## config.mk

```make
export PLATFORM = sky130hd
export DESIGN_NAME = tcw_ctrl
export DESIGN_NICKNAME = d
export VERILOG_FILES = /design/src/sv/tcw_pkg.sv /design/src/sv/tcw_ctrl.sv
export SDC_FILE = /design/constraint.sdc
export NUM_CORES = 1
export LEC_CHECK = 0
export BUFFER_PORTS_ARGS = -buffer_cell sky130_fd_sc_hd__buf_4
export CAP_MARGIN = 5
export CORE_MARGIN = 2
export CORE_UTILIZATION = 40
export CTS_CLUSTER_DIAMETER = 120
export DETAILED_ROUTE_END_ITERATION = 10
export GPL_TIMING_DRIVEN = 1
export MAX_ROUTING_LAYER = met4
export PLACE_DENSITY_LB_ADDON = 0.08
export SYNTH_ARGS = -nofsm -noshare
export SYNTH_HDL_FRONTEND = slang
export SYNTH_SLANG_ARGS = --single-unit
```

## constraint.sdc

```tcl
create_clock -name clock -period 2.65 [get_ports clock]
set_clock_uncertainty 0.1 [all_clocks]
set_input_delay 0.265 -clock clock [delete_from_list [all_inputs] [get_ports clock]]
set_output_delay 0.265 -clock clock [all_outputs]
set_load 0.01 [all_outputs]
```

## src/sv/tcw_pkg.sv

```systemverilog
// shared constants, codes and controller/datapath types for the text console writer
package tcw_pkg;

   // default screen geometry
   localparam int COLS_DEFAULT = 80;
   localparam int ROWS_DEFAULT = 25;

   // field widths
   localparam int OP_W       = 2;
   localparam int CHAR_W     = 8;
   localparam int RROW_W     = 5;
   localparam int RCOL_W     = 7;
   localparam int CELL_W     = 16;
   localparam int CROW_W     = 5;
   localparam int CCOL_W     = 7;
   localparam int CSR_IDX_W  = 4;
   localparam int CSR_DATA_W = 8;
   localparam int FG_W       = 4;
   localparam int ATTR_W     = 8;

   // operation codes
   localparam logic [OP_W-1:0] OP_PUT   = 2'd0;
   localparam logic [OP_W-1:0] OP_READ  = 2'd1;
   localparam logic [OP_W-1:0] OP_CLEAR = 2'd2;

   // control characters
   localparam logic [CHAR_W-1:0] CH_NUL   = 8'd0;
   localparam logic [CHAR_W-1:0] CH_TAB   = 8'd9;
   localparam logic [CHAR_W-1:0] CH_NL    = 8'd10;
   localparam logic [CHAR_W-1:0] CH_CR    = 8'd13;
   localparam logic [CHAR_W-1:0] CH_SPACE = 8'h20;

   // register reset values and indexes
   localparam logic [FG_W-1:0]      FG_RESET      = 4'd7;
   localparam logic [ATTR_W-1:0]    FILL_RESET    = 8'd112;
   localparam logic [CSR_IDX_W-1:0] CSR_FG_COLOR  = 4'd0;
   localparam logic [CSR_IDX_W-1:0] CSR_FILL_ATTR = 4'd1;

   // tab stops every four columns
   localparam int TAB_BITS = 2;

   // write data source
   typedef enum logic [2:0] {
      W_BLANK       = 3'd0,
      W_RESET_BLANK = 3'd1,
      W_COPY        = 3'd2,
      W_CHAR        = 3'd3,
      W_SPACE       = 3'd4
   } wsrc_type;

   // write address source
   typedef enum logic [1:0] {
      A_CURSOR     = 2'd0,
      A_SWEEP      = 2'd1,
      A_SWEEP_PREV = 2'd2
   } asel_type;

   // commands from controller to datapath
   typedef struct packed {
      logic     latch;
      logic     col_zero;
      logic     row_inc;
      logic     col_inc;
      logic     home;
      logic     sweep_clr;
      logic     sweep_inc;
      logic     mem_we;
      wsrc_type wsrc;
      asel_type asel;
      logic     rd_cell;
      logic     rd_copy;
      logic     set_scrolled;
      logic     load_rsp;
   } cmd_type;

   // status from datapath to controller
   typedef struct packed {
      logic [OP_W-1:0] op;
      logic            is_nul;
      logic            is_tab;
      logic            is_nl;
      logic            is_cr;
      logic            wrap_pend;
      logic            last_row;
      logic            tab_stop;
      logic            sweep_zero;
      logic            copy_end;
      logic            fill_end;
   } status_type;

endpackage

```

## src/sv/tcw_ctrl.sv

```systemverilog
// controller state machine sequencing puts, scrolls, clears and reads
module tcw_ctrl (
   input  logic                  clock,
   input  logic                  reset,
   input  logic                  req_valid,
   output logic                  req_ready,
   output logic                  rsp_valid,
   input  logic                  rsp_ready,
   input  tcw_pkg::status_type   status,
   output tcw_pkg::cmd_type      cmd
);

   typedef enum logic [8:0] {
      ST_INIT   = 9'b000000001,
      ST_IDLE   = 9'b000000010,
      ST_DECODE = 9'b000000100,
      ST_TAB    = 9'b000001000,
      ST_PUT    = 9'b000010000,
      ST_COPY   = 9'b000100000,
      ST_BLANK  = 9'b001000000,
      ST_FILL   = 9'b010000000,
      ST_DONE   = 9'b100000000
   } state_type;

   // what follows a scroll: nothing after a newline, the put or tab after a wrap
   typedef enum logic [1:0] {
      FOL_NONE = 2'd0,
      FOL_PUT  = 2'd1,
      FOL_TAB  = 2'd2
   } follow_type;

   state_type  state_ff, state_in;
   follow_type follow_ff, follow_in;
   logic       rsp_valid_ff, rsp_valid_in;
   logic       accept;

   assign req_ready = state_ff == ST_IDLE;
   assign accept    = req_valid && req_ready;
   assign rsp_valid = rsp_valid_ff;

   // next state and commands
   always_comb begin
      cmd       = '0;
      state_in  = state_ff;
      follow_in = follow_ff;
      unique case (state_ff)
         ST_INIT: begin
            cmd.mem_we = 1'b1;
            cmd.wsrc   = tcw_pkg::W_RESET_BLANK;
            cmd.asel   = tcw_pkg::A_SWEEP;
            if (status.fill_end) begin
               cmd.sweep_clr = 1'b1;
               state_in      = ST_IDLE;
            end else begin
               cmd.sweep_inc = 1'b1;
            end
         end
         ST_IDLE: begin
            if (accept) begin
               cmd.latch = 1'b1;
               state_in  = ST_DECODE;
            end
         end
         ST_DECODE: begin
            state_in = ST_DONE;
            unique case (status.op)
               tcw_pkg::OP_PUT: begin
                  if (status.is_nl) begin
                     cmd.col_zero = 1'b1;
                     if (status.last_row) begin
                        cmd.set_scrolled = 1'b1;
                        follow_in        = FOL_NONE;
                        state_in         = ST_COPY;
                     end else begin
                        cmd.row_inc = 1'b1;
                     end
                  end else if (status.is_cr) begin
                     cmd.col_zero = 1'b1;
                  end else if (!status.is_nul) begin
                     if (status.wrap_pend) begin
                        cmd.col_zero = 1'b1;
                        if (status.last_row) begin
                           cmd.set_scrolled = 1'b1;
                           follow_in        = status.is_tab ? FOL_TAB : FOL_PUT;
                           state_in         = ST_COPY;
                        end else begin
                           cmd.row_inc = 1'b1;
                           state_in    = status.is_tab ? ST_TAB : ST_PUT;
                        end
                     end else if (status.is_tab) begin
                        state_in = ST_TAB;
                     end else begin
                        cmd.mem_we  = 1'b1;
                        cmd.wsrc    = tcw_pkg::W_CHAR;
                        cmd.asel    = tcw_pkg::A_CURSOR;
                        cmd.col_inc = 1'b1;
                     end
                  end
               end
               tcw_pkg::OP_READ: begin
                  cmd.rd_cell = 1'b1;
               end
               tcw_pkg::OP_CLEAR: begin
                  state_in = ST_FILL;
               end
               default: begin
                  state_in = ST_DONE;
               end
            endcase
         end
         ST_TAB: begin
            cmd.mem_we  = 1'b1;
            cmd.wsrc    = tcw_pkg::W_SPACE;
            cmd.asel    = tcw_pkg::A_CURSOR;
            cmd.col_inc = 1'b1;
            if (status.tab_stop) begin
               state_in = ST_DONE;
            end
         end
         ST_PUT: begin
            cmd.mem_we  = 1'b1;
            cmd.wsrc    = tcw_pkg::W_CHAR;
            cmd.asel    = tcw_pkg::A_CURSOR;
            cmd.col_inc = 1'b1;
            state_in    = ST_DONE;
         end
         ST_COPY: begin
            // read one row ahead, write the cell read in the previous cycle
            cmd.wsrc = tcw_pkg::W_COPY;
            cmd.asel = tcw_pkg::A_SWEEP_PREV;
            cmd.mem_we = 1'b1;
            if (status.copy_end) begin
               state_in = ST_BLANK;
            end else begin
               cmd.rd_copy   = 1'b1;
               cmd.sweep_inc = 1'b1;
               // nothing has been read yet on the first cycle
               cmd.mem_we    = !status.sweep_zero;
            end
         end
         ST_BLANK: begin
            cmd.mem_we = 1'b1;
            cmd.wsrc   = tcw_pkg::W_BLANK;
            cmd.asel   = tcw_pkg::A_SWEEP;
            if (status.fill_end) begin
               cmd.sweep_clr = 1'b1;
               unique case (follow_ff)
                  FOL_PUT: state_in = ST_PUT;
                  FOL_TAB: state_in = ST_TAB;
                  default: state_in = ST_DONE;
               endcase
            end else begin
               cmd.sweep_inc = 1'b1;
            end
         end
         ST_FILL: begin
            cmd.mem_we = 1'b1;
            cmd.wsrc   = tcw_pkg::W_BLANK;
            cmd.asel   = tcw_pkg::A_SWEEP;
            if (status.fill_end) begin
               cmd.sweep_clr = 1'b1;
               cmd.home      = 1'b1;
               state_in      = ST_DONE;
            end else begin
               cmd.sweep_inc = 1'b1;
            end
         end
         ST_DONE: begin
            if (!rsp_valid_ff || rsp_ready) begin
               cmd.load_rsp = 1'b1;
               state_in     = ST_IDLE;
            end
         end
         default: begin
            state_in = ST_IDLE;
         end
      endcase
   end

   // response valid flag
   always_comb begin
      priority if (cmd.load_rsp) begin
         rsp_valid_in = 1'b1;
      end else if (rsp_ready) begin
         rsp_valid_in = 1'b0;
      end else begin
         rsp_valid_in = rsp_valid_ff;
      end
   end

   always_ff @(posedge clock) begin
      if (reset) begin
         state_ff     <= ST_INIT;
         follow_ff    <= FOL_NONE;
         rsp_valid_ff <= 1'b0;
      end else begin
         state_ff     <= state_in;
         follow_ff    <= follow_in;
         rsp_valid_ff <= rsp_valid_in;
      end
   end

   // a waiting response is never overwritten
   a_no_overwrite: assert property (@(posedge clock) disable iff (reset)
      cmd.load_rsp |-> (!rsp_valid_ff || rsp_ready))
      else $error("response register overwritten");

   // a loaded response is offered in the next cycle
   a_load_shows: assert property (@(posedge clock) disable iff (reset)
      cmd.load_rsp |=> rsp_valid_ff)
      else $error("loaded response not offered");

   // every reset is followed by the clearing pass
   a_init_after_reset: assert property (@(posedge clock)
      $fell(reset) |-> state_ff == ST_INIT)
      else $error("clearing pass skipped after reset");

endmodule
```

==> results of run 1 <==
[report_power, final]
group / switching [W] / leakage [nW] / internal [W] / total, W
logic: 0.0000726 / 0.450 / 0.0000720 / 0.000145
clock network: 0.0000697 / 0.0210 / 0.0000835 / 0.000153
registers: 0.0000150 / 0.0974 / 0.000186 / 0.000201
[worst max-delay path by stage]
| stage | from | cells after the start | to |
|---|---|---|---|
| global placement | state_ff[2]$_SDFFE_PP0P_ | 6 | cmd[13] |
| detailed placement | state_ff[1]$_SDFFE_PP0P_ | 4 | cmd[10] |
| CTS | state_ff[1]$_SDFFE_PP0P_ | 4 | cmd[10] |
| floorplan | state_ff[8]$_SDFFE_PP0P_ | 6 | state_ff[1]$_SDFFE_PP0P_ |
| finish | state_ff[1]$_SDFFE_PP0P_ | 4 | cmd[10] |
| global route | state_ff[5]$_SDFFE_PP0P_ | 4 | cmd[10] |
[routing by layer]
metal | up-vias | wire, um | global-route usage, %
met3 | 6 | 184 | 4.61
met2 | 43 | 1330 | 31.3
li1 | 576 | - | -
met1 | 510 | 1360 | 27.2
met5 | - | 0 | -
met4 | 0 | 34 | 3.74
[through the flow]
step | area (um2) | setup WS, ps | std cells | hold slack [ps]
floorplan | 1090 | 583 | 138 | 270
detailed placement | 1340 | 436 | 196 | 369
CTS | 1380 | 118 | 200 | 99.7
finish | 1390 | 109 | 200 | 104
global route | 1390 | 19.6 | 200 | 107
global placement | 1340 | 471 | 196 | 363
[critical path: stages (launching register included)]
cell      delay, ps
dfxtp_1         430
or4_4           580
or4b_1          530
o211ai_2        160
buf_4           190
[cell type report]
class                      instances  area [um2]
clock buffer                       4        36.3
fill                             254        1130
inverter                           6        22.5
multi-input combinational        111         773
sequential                        12         240
tap                               30        37.5
timing repair buffer              37         278
[flip-flops by register name, indices dropped and copies added (netlist names)]
signal     flops
rsp_valid      1
follow_ff      2
state_ff       9
[kinds of logic after synthesis]
| group | after synthesis | synth area share (%) |
|---|---|---|
| buffers and inverters | 15 | 8.25 |
| AND/OR/NAND/NOR | 73 | 44.2 |
| AO/OA/AOI/OAI | 32 | 20.0 |
| adder cells (fa/ha/maj) | 2 | 2.29 |
| XOR/XNOR | 4 | 3.21 |
| flip-flops | 12 | 22.0 |
[cell usage in the layout, fill, tap and decap left out, types with 2 or more instances in the layout]
cell type | Yosys | final
clkbuf_4 | 0 | 3
buf_4 | 2 | 37
nor2_1 | 7 | 7
and2_1 | 2 | 2
a211oi_1 | 2 | 2
xnor2_1 | 4 | 4
o21a_1 | 3 | 3
inv_1 | 6 | 6
nor3_1 | 7 | 6
nor4_2 | 1 | 2
nor3b_1 | 4 | 4
ha_1 | 2 | 2
nor3_2 | 1 | 2
nand2b_1 | 3 | 3
nand2_1 | 11 | 11
o31ai_1 | 2 | 2
nor2b_1 | 5 | 5
or4_1 | 2 | 2
o21ai_0 | 7 | 7
dfxtp_1 | 12 | 12
nand3_1 | 3 | 3
or3_1 | 5 | 5
nor4_1 | 3 | 2
nand4_1 | 5 | 5
a21oi_1 | 7 | 7
[timing repair]
action | 4_1_cts | 5_1_grt
endpoints found under the setup margin | 0 | 3
buffers inserted | 0 | 0
gates resized for setup | 0 | 2
==> results_dict.tcl, run 1 <==
set metrics [dict create \
    clk_latency_ps 280 \
    place_congestion 0.935 \
    rsz0062_at_grt "false" \
    clockBufferDepth 2 \
    critPathMaxFanout 11 \
    final-hold-violation-count 0 \
    synth_edf_count 0 \
    slew_headroom_pct 58.8 \
    grt_pass1_vias 1076 \
    postRouteAntennaNets 0 \
    hold_end "state_ff[0]$_SDFFE_PP1P_" \
    io_buffers 34 \
    min_path_cells 2 \
    drc 0 \
    start_util_pct 43.3 \
    p_leak_nw 0.568 \
    io_pins 35 \
    core_mm2 0.00252 \
    synthCells 138 \
    required_ps 2290 \
    syn_nets 156 \
    drtIter0Drc 55 \
    cts_sinks 12 \
    maxSlewViolCount 0 \
    drt_wl_total_um 2910 \
    grt_pass1_wl_um 5050 \
    diodes 0 \
    crit_type "flop to output pin" \
    layout-drive-gt1-share_pct 31.8 \
    die_h_um 56.3 \
    critPathLaunchType "flop" \
    clkTransAtPathRegs_ps 90 \
    min_from "status[0]" \
    max_cap_viol_count 0 \
    die-area_mm2 0.00316 \
    fp-row-count 18 \
    rrSetupSlack_ps 420 \
    synth_commonest_cells "dfxtp_1 (12), nand2_1 (11)" \
    grt_overflow 0 \
    post-synth-top-count-cell "dfxtp_1" \
    netlist-cell-type-count 52 \
    track_usage_pct 20.2 \
    htree_num_levels 1 \
    syn_area_mm2 0.00109 \
    arrival_ps 2180 \
    cts_made_buffers 3 \
    grt_max_degree 15 \
    setup_tns_ps 0 \
    crit_path_end_kind "output pin" \
    r2r-end "state_ff[8]$_SDFFE_PP0P_" \
    viasPerCell 5.68 \
    synth-seq-cells 12 \
    dp_hpwl_um 2240 \
    hold_class "input pin to flop" \
    worst_ir_drop_vdd_mv 0.306 \
    synthArstFlopShare_pct 0 \
    hold_buffers 0 \
    vias 1135 \
    synth_top_area_share_pct 22.0 \
    yosysTopAreaCell "dfxtp_1" \
    die_x_um 56.3 \
    ctsRootBufferMaster "clkbuf_4" \
    first_pass_iters 4 \
    tightest_slew_ps 613 \
    fmax_mhz 394 \
    synth_ff_type "dfxtp_1" \
    syn_area_per_cell_um2 7.92 \
    setup_viol 0 \
    period_needed_ps 2540 \
    yosysSeqAreaShare_pct 22.0 \
    tritoncts "yes" \
    area_delta_synth_final_pct 27.0 \
    nets 189 \
    synthTopCellsByArea "dfxtp_1 (22%), nand2_1 (3.8%), a21oi_1 (3.2%)" \
    r2r_start "state_ff[1]$_SDFFE_PP0P_" \
    powerDensity_mw_per_mm2 359 \
    run_status "finished clean" \
    yosysWarningCount 0 \
    antenna_found_initial 0 \
    fin_util_pct 55.0 \
    wl_per_cell_um 14.5 \
    finalPower_w 0.000499 \
    timing.final.crit_share_pct 95.9 \
    rr_worst_depth 5 \
]
No activity file was read; power rests on OpenSTA's default activity.
==> inputs of run 2 (changes only) <==
--- a/config.mk
+++ b/config.mk
@@ -11,9 +11,10 @@
 export CORE_UTILIZATION = 40
 export CTS_CLUSTER_DIAMETER = 120
 export DETAILED_ROUTE_END_ITERATION = 10
-export GPL_TIMING_DRIVEN = 1
+export GPL_TIMING_DRIVEN = 0
 export MAX_ROUTING_LAYER = met4
-export PLACE_DENSITY_LB_ADDON = 0.08
+export PLACE_DENSITY_LB_ADDON = 0.15
 export SYNTH_ARGS = -nofsm -noshare
 export SYNTH_HDL_FRONTEND = slang
 export SYNTH_SLANG_ARGS = --single-unit
+export TNS_END_PERCENT = 10
==> results_dict.tcl, run 2 (synthesized netlist as in run 1, its figures left out) <==
set metrics [dict create \
    start_util_pct 43.3 \
    critPathLaunchType "flop" \
    met2_length_um 1440 \
    p_clk_share_pct 30.6 \
    rsz0062_at_grt "false" \
    cts_sinks 12 \
    clkTransAtPathRegs_ps 80 \
    cpPeakStageDelay_ps 520 \
    drc 0 \
    wl_met3_um 210 \
    arrival_ps 2110 \
    critPathMaxFanout 10 \
    final_cell_mix "buf_4 (36), dfxtp_1 (12), nand2_1 (11)" \
    wl_per_cell_um 14.8 \
    postRouteAntennaNets 0 \
    htree_num_levels 1 \
    worst_ir_drop_vdd_mv 0.233 \
    maxSlewViolCount 0 \
    r2r_start "state_ff[8]$_SDFFE_PP0P_" \
    fillers 247 \
    slew_headroom_pct 65.2 \
    grt_pass1_wl_um 5210 \
    grt_max_degree 11 \
    required_ps 2290 \
    max_cap_viol_count 0 \
    rrSetupSlack_ps 470 \
    vias 1213 \
    die_h_um 56.3 \
    p_seq_share_pct 38.5 \
    cts_setup_buffers 0 \
    run_status "finished clean" \
    fin_util_pct 56.9 \
    timing.final.crit_share_pct 93.4 \
    grt_pass1_vias 1087 \
    place_congestion 0.929 \
    fp-row-count 18 \
    drtIter0Drc 36 \
    p_leak_nw 0.601 \
    dp_hpwl_um 2350 \
    cp_slowest_cell "or4b_1" \
    tightest_slew_ps 517 \
    hold_class "input pin to flop" \
    cp_cell_sequence "buf_6 -> or4_4 -> or4b_1 -> o211ai_2 -> buf_4" \
    setup_viol 0 \
    final_common_cell "buf_4" \
    largest_register_ffs 9 \
    first_pass_iters 4 \
    tritoncts "yes" \
    clk_latency_ps 280 \
    die_x_um 56.3 \
    p_sw_share_pct 31.9 \
    hold_end "state_ff[0]$_SDFFE_PP1P_" \
    diodes 0 \
    period_needed_ps 2480 \
    place_ws_ps 463 \
    r2r-end "state_ff[1]$_SDFFE_PP0P_" \
    setup_tns_ps 0 \
    cts_made_buffers 3 \
    min_path_cells 2 \
    crit_path_end_kind "output pin" \
    powerDensity_mw_per_mm2 351 \
    finalPower_w 0.000503 \
    fin_ws_ps 175 \
    regMostFlops "state_ff" \
    drt-met1-wl_um 1390 \
    clockBufferDepth 2 \
    intPower_w 0.000343 \
    io_pins 35 \
    ctsRootBufferMaster "clkbuf_4" \
    min_from "status[0]" \
    antenna_found_initial 0 \
    io_buffers 34 \
    grt_overflow 0 \
    nets 195 \
    layout-drive-gt1-share_pct 33.0 \
    crit_type "flop to output pin" \
    comb_power_share_pct 30.8 \
    power.switching_w 0.000160 \
    track_usage_pct 21.0 \
    fmax_mhz 404 \
    final-hold-violation-count 0 \
    drt_wl_total_um 3060 \
    viasPerCell 5.89 \
    highest_layer "met4" \
    rr_worst_depth 6 \
    die-area_mm2 0.00316 \
    area_delta_synth_final_pct 31.4 \
    core_mm2 0.00252 \
]
## run 2: cell types whose count changed in the layout (fill, tap and decap cells not counted)
| cell | change |
|---|---|
| nor4_2 | -2 |
| nor4_4 | +1 |
| buf_2 | +3 |
| buf_4 | -1 |
| buf_6 | +3 |
| nor4_1 | +1 |
| clkbuf_1 | +1 |
## run 2: final cells by class
class / count / area, um2 / area share (%)
multi-input cells: 111 / 776 / 54.1
repair buffers: 34 / 255 / 17.8
flip-flops and latches: 12 / 240 / 16.7
plain buffers: 9 / 67.6 / 4.71
well taps: 30 / 37.5 / 2.62
clock buffers: 4 / 36.3 / 2.53
inverters: 6 / 22.5 / 1.57
## run 2: worst max path at each step
stage	from	endpoint	slack (ps)	depth (start not counted)
final	state_ff[8]$_SDFFE_PP0P_	cmd[10]	170	5
after CTS	state_ff[6]$_SDFFE_PP0P_	cmd[10]	150	5
after floorplan	state_ff[8]$_SDFFE_PP0P_	state_ff[1]$_SDFFE_PP0P_	580	6
after global routing	state_ff[4]$_SDFFE_PP0P_	cmd[10]	40	5
after global placement	state_ff[6]$_SDFFE_PP0P_	state_ff[6]$_SDFFE_PP0P_	450	6
after detailed placement	state_ff[1]$_SDFFE_PP0P_	cmd[9]	460	6
## run 2: worst max-delay path: cells and delay by family, from the launching register on
family	cells	cell delay, ps
AO/OA/AOI/OAI	1	160
buffers and inverters	2	320
flip-flops	1	320
AND/OR/NAND/NOR	2	1030
## run 2: layer usage
metal / up-vias / GRT usage (%)
met4: 0 / 6.46
met1: 561 / 27.3
met5: - / -
li1: 595 / -
met3: 4 / 3.23
met2: 53 / 33.4
## run 2: stage by stage
| step | std cells | instance area (um2) | hold WS [ps] |
|---|---|---|---|
| final | 206 | 1440 | 111 |
| after floorplan | 138 | 1090 | 270 |
| after detailed placement | 202 | 1390 | 372 |
| after CTS | 206 | 1420 | 104 |
| after global routing | 206 | 1440 | 119 |
| after global placement | 202 | 1390 | 364 |
## run 2: timing repair
action | 4_1_cts | 5_1_grt
gates resized for setup | 0 | 2
endpoints found under the setup margin | 0 | 3
hold buffers | 0 | 0
## run 2: power groups by stage
stage / logic, W / clock network [W] / registers (W)
floorplan: 0.0000867 / 0 / 0.000195
global placement: 0.000149 / 0 / 0.000196
detailed placement: 0.000152 / 0 / 0.000197
CTS: 0.000152 / 0.000159 / 0.000193
global route: 0.000171 / 0.000168 / 0.000195
finish: 0.000155 / 0.000154 / 0.000194
==> inputs of run 3 (changes only) <==
--- a/config.mk
+++ b/config.mk
@@ -6,9 +6,10 @@
 export NUM_CORES = 1
 export LEC_CHECK = 0
 export BUFFER_PORTS_ARGS = -buffer_cell sky130_fd_sc_hd__buf_4
-export CAP_MARGIN = 5
+export CAP_MARGIN = 0
 export CORE_MARGIN = 2
 export CORE_UTILIZATION = 40
+export CTS_BUF_LIST = sky130_fd_sc_hd__clkbuf_16
 export CTS_CLUSTER_DIAMETER = 120
 export DETAILED_ROUTE_END_ITERATION = 10
 export GPL_TIMING_DRIVEN = 0
==> results_dict.tcl, run 3 (synthesized netlist as in run 1, its figures left out) <==
set metrics [dict create \
    intPower_w 0.000458 \
    p_clk_share_pct 45.4 \
    stdcell_area_mm2 0.00146 \
    critPathLaunchType "flop" \
    io_buffers 34 \
    p_seq_share_pct 30.6 \
    die_h_um 56.3 \
    diodes 0 \
    final_cell_mix "buf_4 (36), dfxtp_1 (12), nand2_1 (11)" \
    rsz0062_at_grt "false" \
    post_cts_resized 0 \
    wl_met3_um 200 \
    powerDensity_mw_per_mm2 433 \
    setup_tns_ps 0 \
    die_x_um 56.3 \
    cts_made_buffers 3 \
    grt_pass1_vias 1091 \
    wl_per_cell_um 15.0 \
    postPlaceCellArea_mm2 0.00139 \
    slew_headroom_pct 58.2 \
    p_sw_share_pct 27.7 \
    p_leak_nw 0.616 \
    period_needed_ps 2470 \
    start_util_pct 43.3 \
    hold_class "input pin to flop" \
    highest_layer "met4" \
    viasPerCell 5.83 \
    arrival_ps 2100 \
    die-area_mm2 0.00316 \
    largest_register_ffs 9 \
    grt_max_degree 11 \
    cts_setup_buffers 0 \
    crit_path_end_kind "output pin" \
    stdcell_count 206 \
    tightest_slew_ps 622 \
    place_congestion 0.929 \
    grt_pass1_wl_um 5260 \
    area_delta_synth_final_pct 34.0 \
    critPathMaxFanout 10 \
    grt_overflow 0 \
    timing.final.crit_share_pct 93.1 \
    power.switching_w 0.000175 \
    final_common_cell "buf_4" \
    nets 195 \
    crit_top_cell "buf_4" \
    track_usage_pct 21.4 \
    required_ps 2290 \
    htree_num_levels 1 \
    fp-row-count 18 \
    drt_wl_total_um 3100 \
    regMostFlops "state_ff" \
    vias 1201 \
    drc 0 \
    max_cap_viol_count 0 \
    fmax_mhz 405 \
    antenna_found_initial 0 \
    postRouteAntennaNets 0 \
    cp_cell_sequence "buf_4 -> nor3_1 -> nand4_1 -> o211ai_2 -> buf_4" \
    worst_ir_drop_vdd_mv 0.356 \
    cp_slowest_cell "nor3_1" \
    run_status "finished clean" \
    clk_latency_ps 240 \
    crit_type "flop to output pin" \
    tritoncts "yes" \
    clockBufferDepth 2 \
    core_mm2 0.00252 \
    ctsRootBufferMaster "clkbuf_16" \
    layout-drive-gt1-share_pct 31.8 \
    maxSlewViolCount 0 \
    comb_power_share_pct 24.1 \
    drtIter0Drc 27 \
    io_pins 35 \
    finalPower_w 0.000633 \
    cpPeakStageDelay_ps 480 \
    cts_sinks 12 \
    dp_cells 202 \
    clkTransAtPathRegs_ps 50 \
    hold_buffers 0 \
    final-hold-violation-count 0 \
    drt-met1-wl_um 1400 \
    met2_length_um 1460 \
    first_pass_iters 4 \
    setup_viol 0 \
    dp_hpwl_um 2350 \
]
==> run 3: cell types whose count changed in the layout (fill, tap and decap cells not counted), sizes merged <==
| cell | before | now |
|---|---|---|
| clkbuf | 5 | 4 |
| clkinv | 0 | 1 |
==> run 3: layout make-up <==
class	instances	area [um2]
multi-input cells	111	762
fillers	242	1060
flip-flops and latches	12	240
inverters	6	22.5
repair buffers	34	255
clock buffers	3	75.1
plain buffers	9	67.6
clock inverters	1	3.75
well taps	30	37.5
==> run 3: path summary, 6_finish.rpt <==
kind | from | end | slack, ps | cells past startpoint
worst max-delay path | state_ff[4]$_SDFFE_PP0P_ | cmd[10] | 180 | 5
worst max register to register | state_ff[4]$_SDFFE_PP0P_ | state_ff[1]$_SDFFE_PP0P_ | 440 | 6
worst min-delay path | status[0] | state_ff[0]$_SDFFE_PP1P_ | 150 | 2
worst min register to register | follow_ff[0]$_SDFFE_PP0P_ | follow_ff[0]$_SDFFE_PP0P_ | 370 | 2
==> run 3: worst max-delay path, delay by kind of cell, from the launching register on <==
family / cells / cell delay [ps]
compound gates: 1 / 400
flops: 1 / 290
simple gates: 2 / 810
buf+inv: 2 / 360
==> run 3: power by group through the flow <==
stage / logic [W] / registers (W) / clock network (W)
5_1_grt: 0.000168 / 0.000195 / 0.000302
3_5_place_dp: 0.000152 / 0.000197 / 0
2_1_floorplan: 0.0000867 / 0.000195 / 0
4_1_cts: 0.000152 / 0.000193 / 0.000290
6_report: 0.000152 / 0.000194 / 0.000287
3_3_place_gp: 0.000149 / 0.000196 / 0
==> run 3: per-layer routing <==
metal	track usage, %	up-vias
li1	-	590
met1	27.0	552
met2	34.3	52
met3	3.92	7
met4	7.48	0
met5	-	-
==> run 3: metrics by stage <==
stage                     utilization, %  setup slack, ps  hold WS (ps)
after floorplan                        -              583           270
after global placement              54.9              447           364
after detailed placement            54.9              463           372
after CTS                           58.0              204           152
after global routing                58.0             13.4           173
final                               58.0              183           153
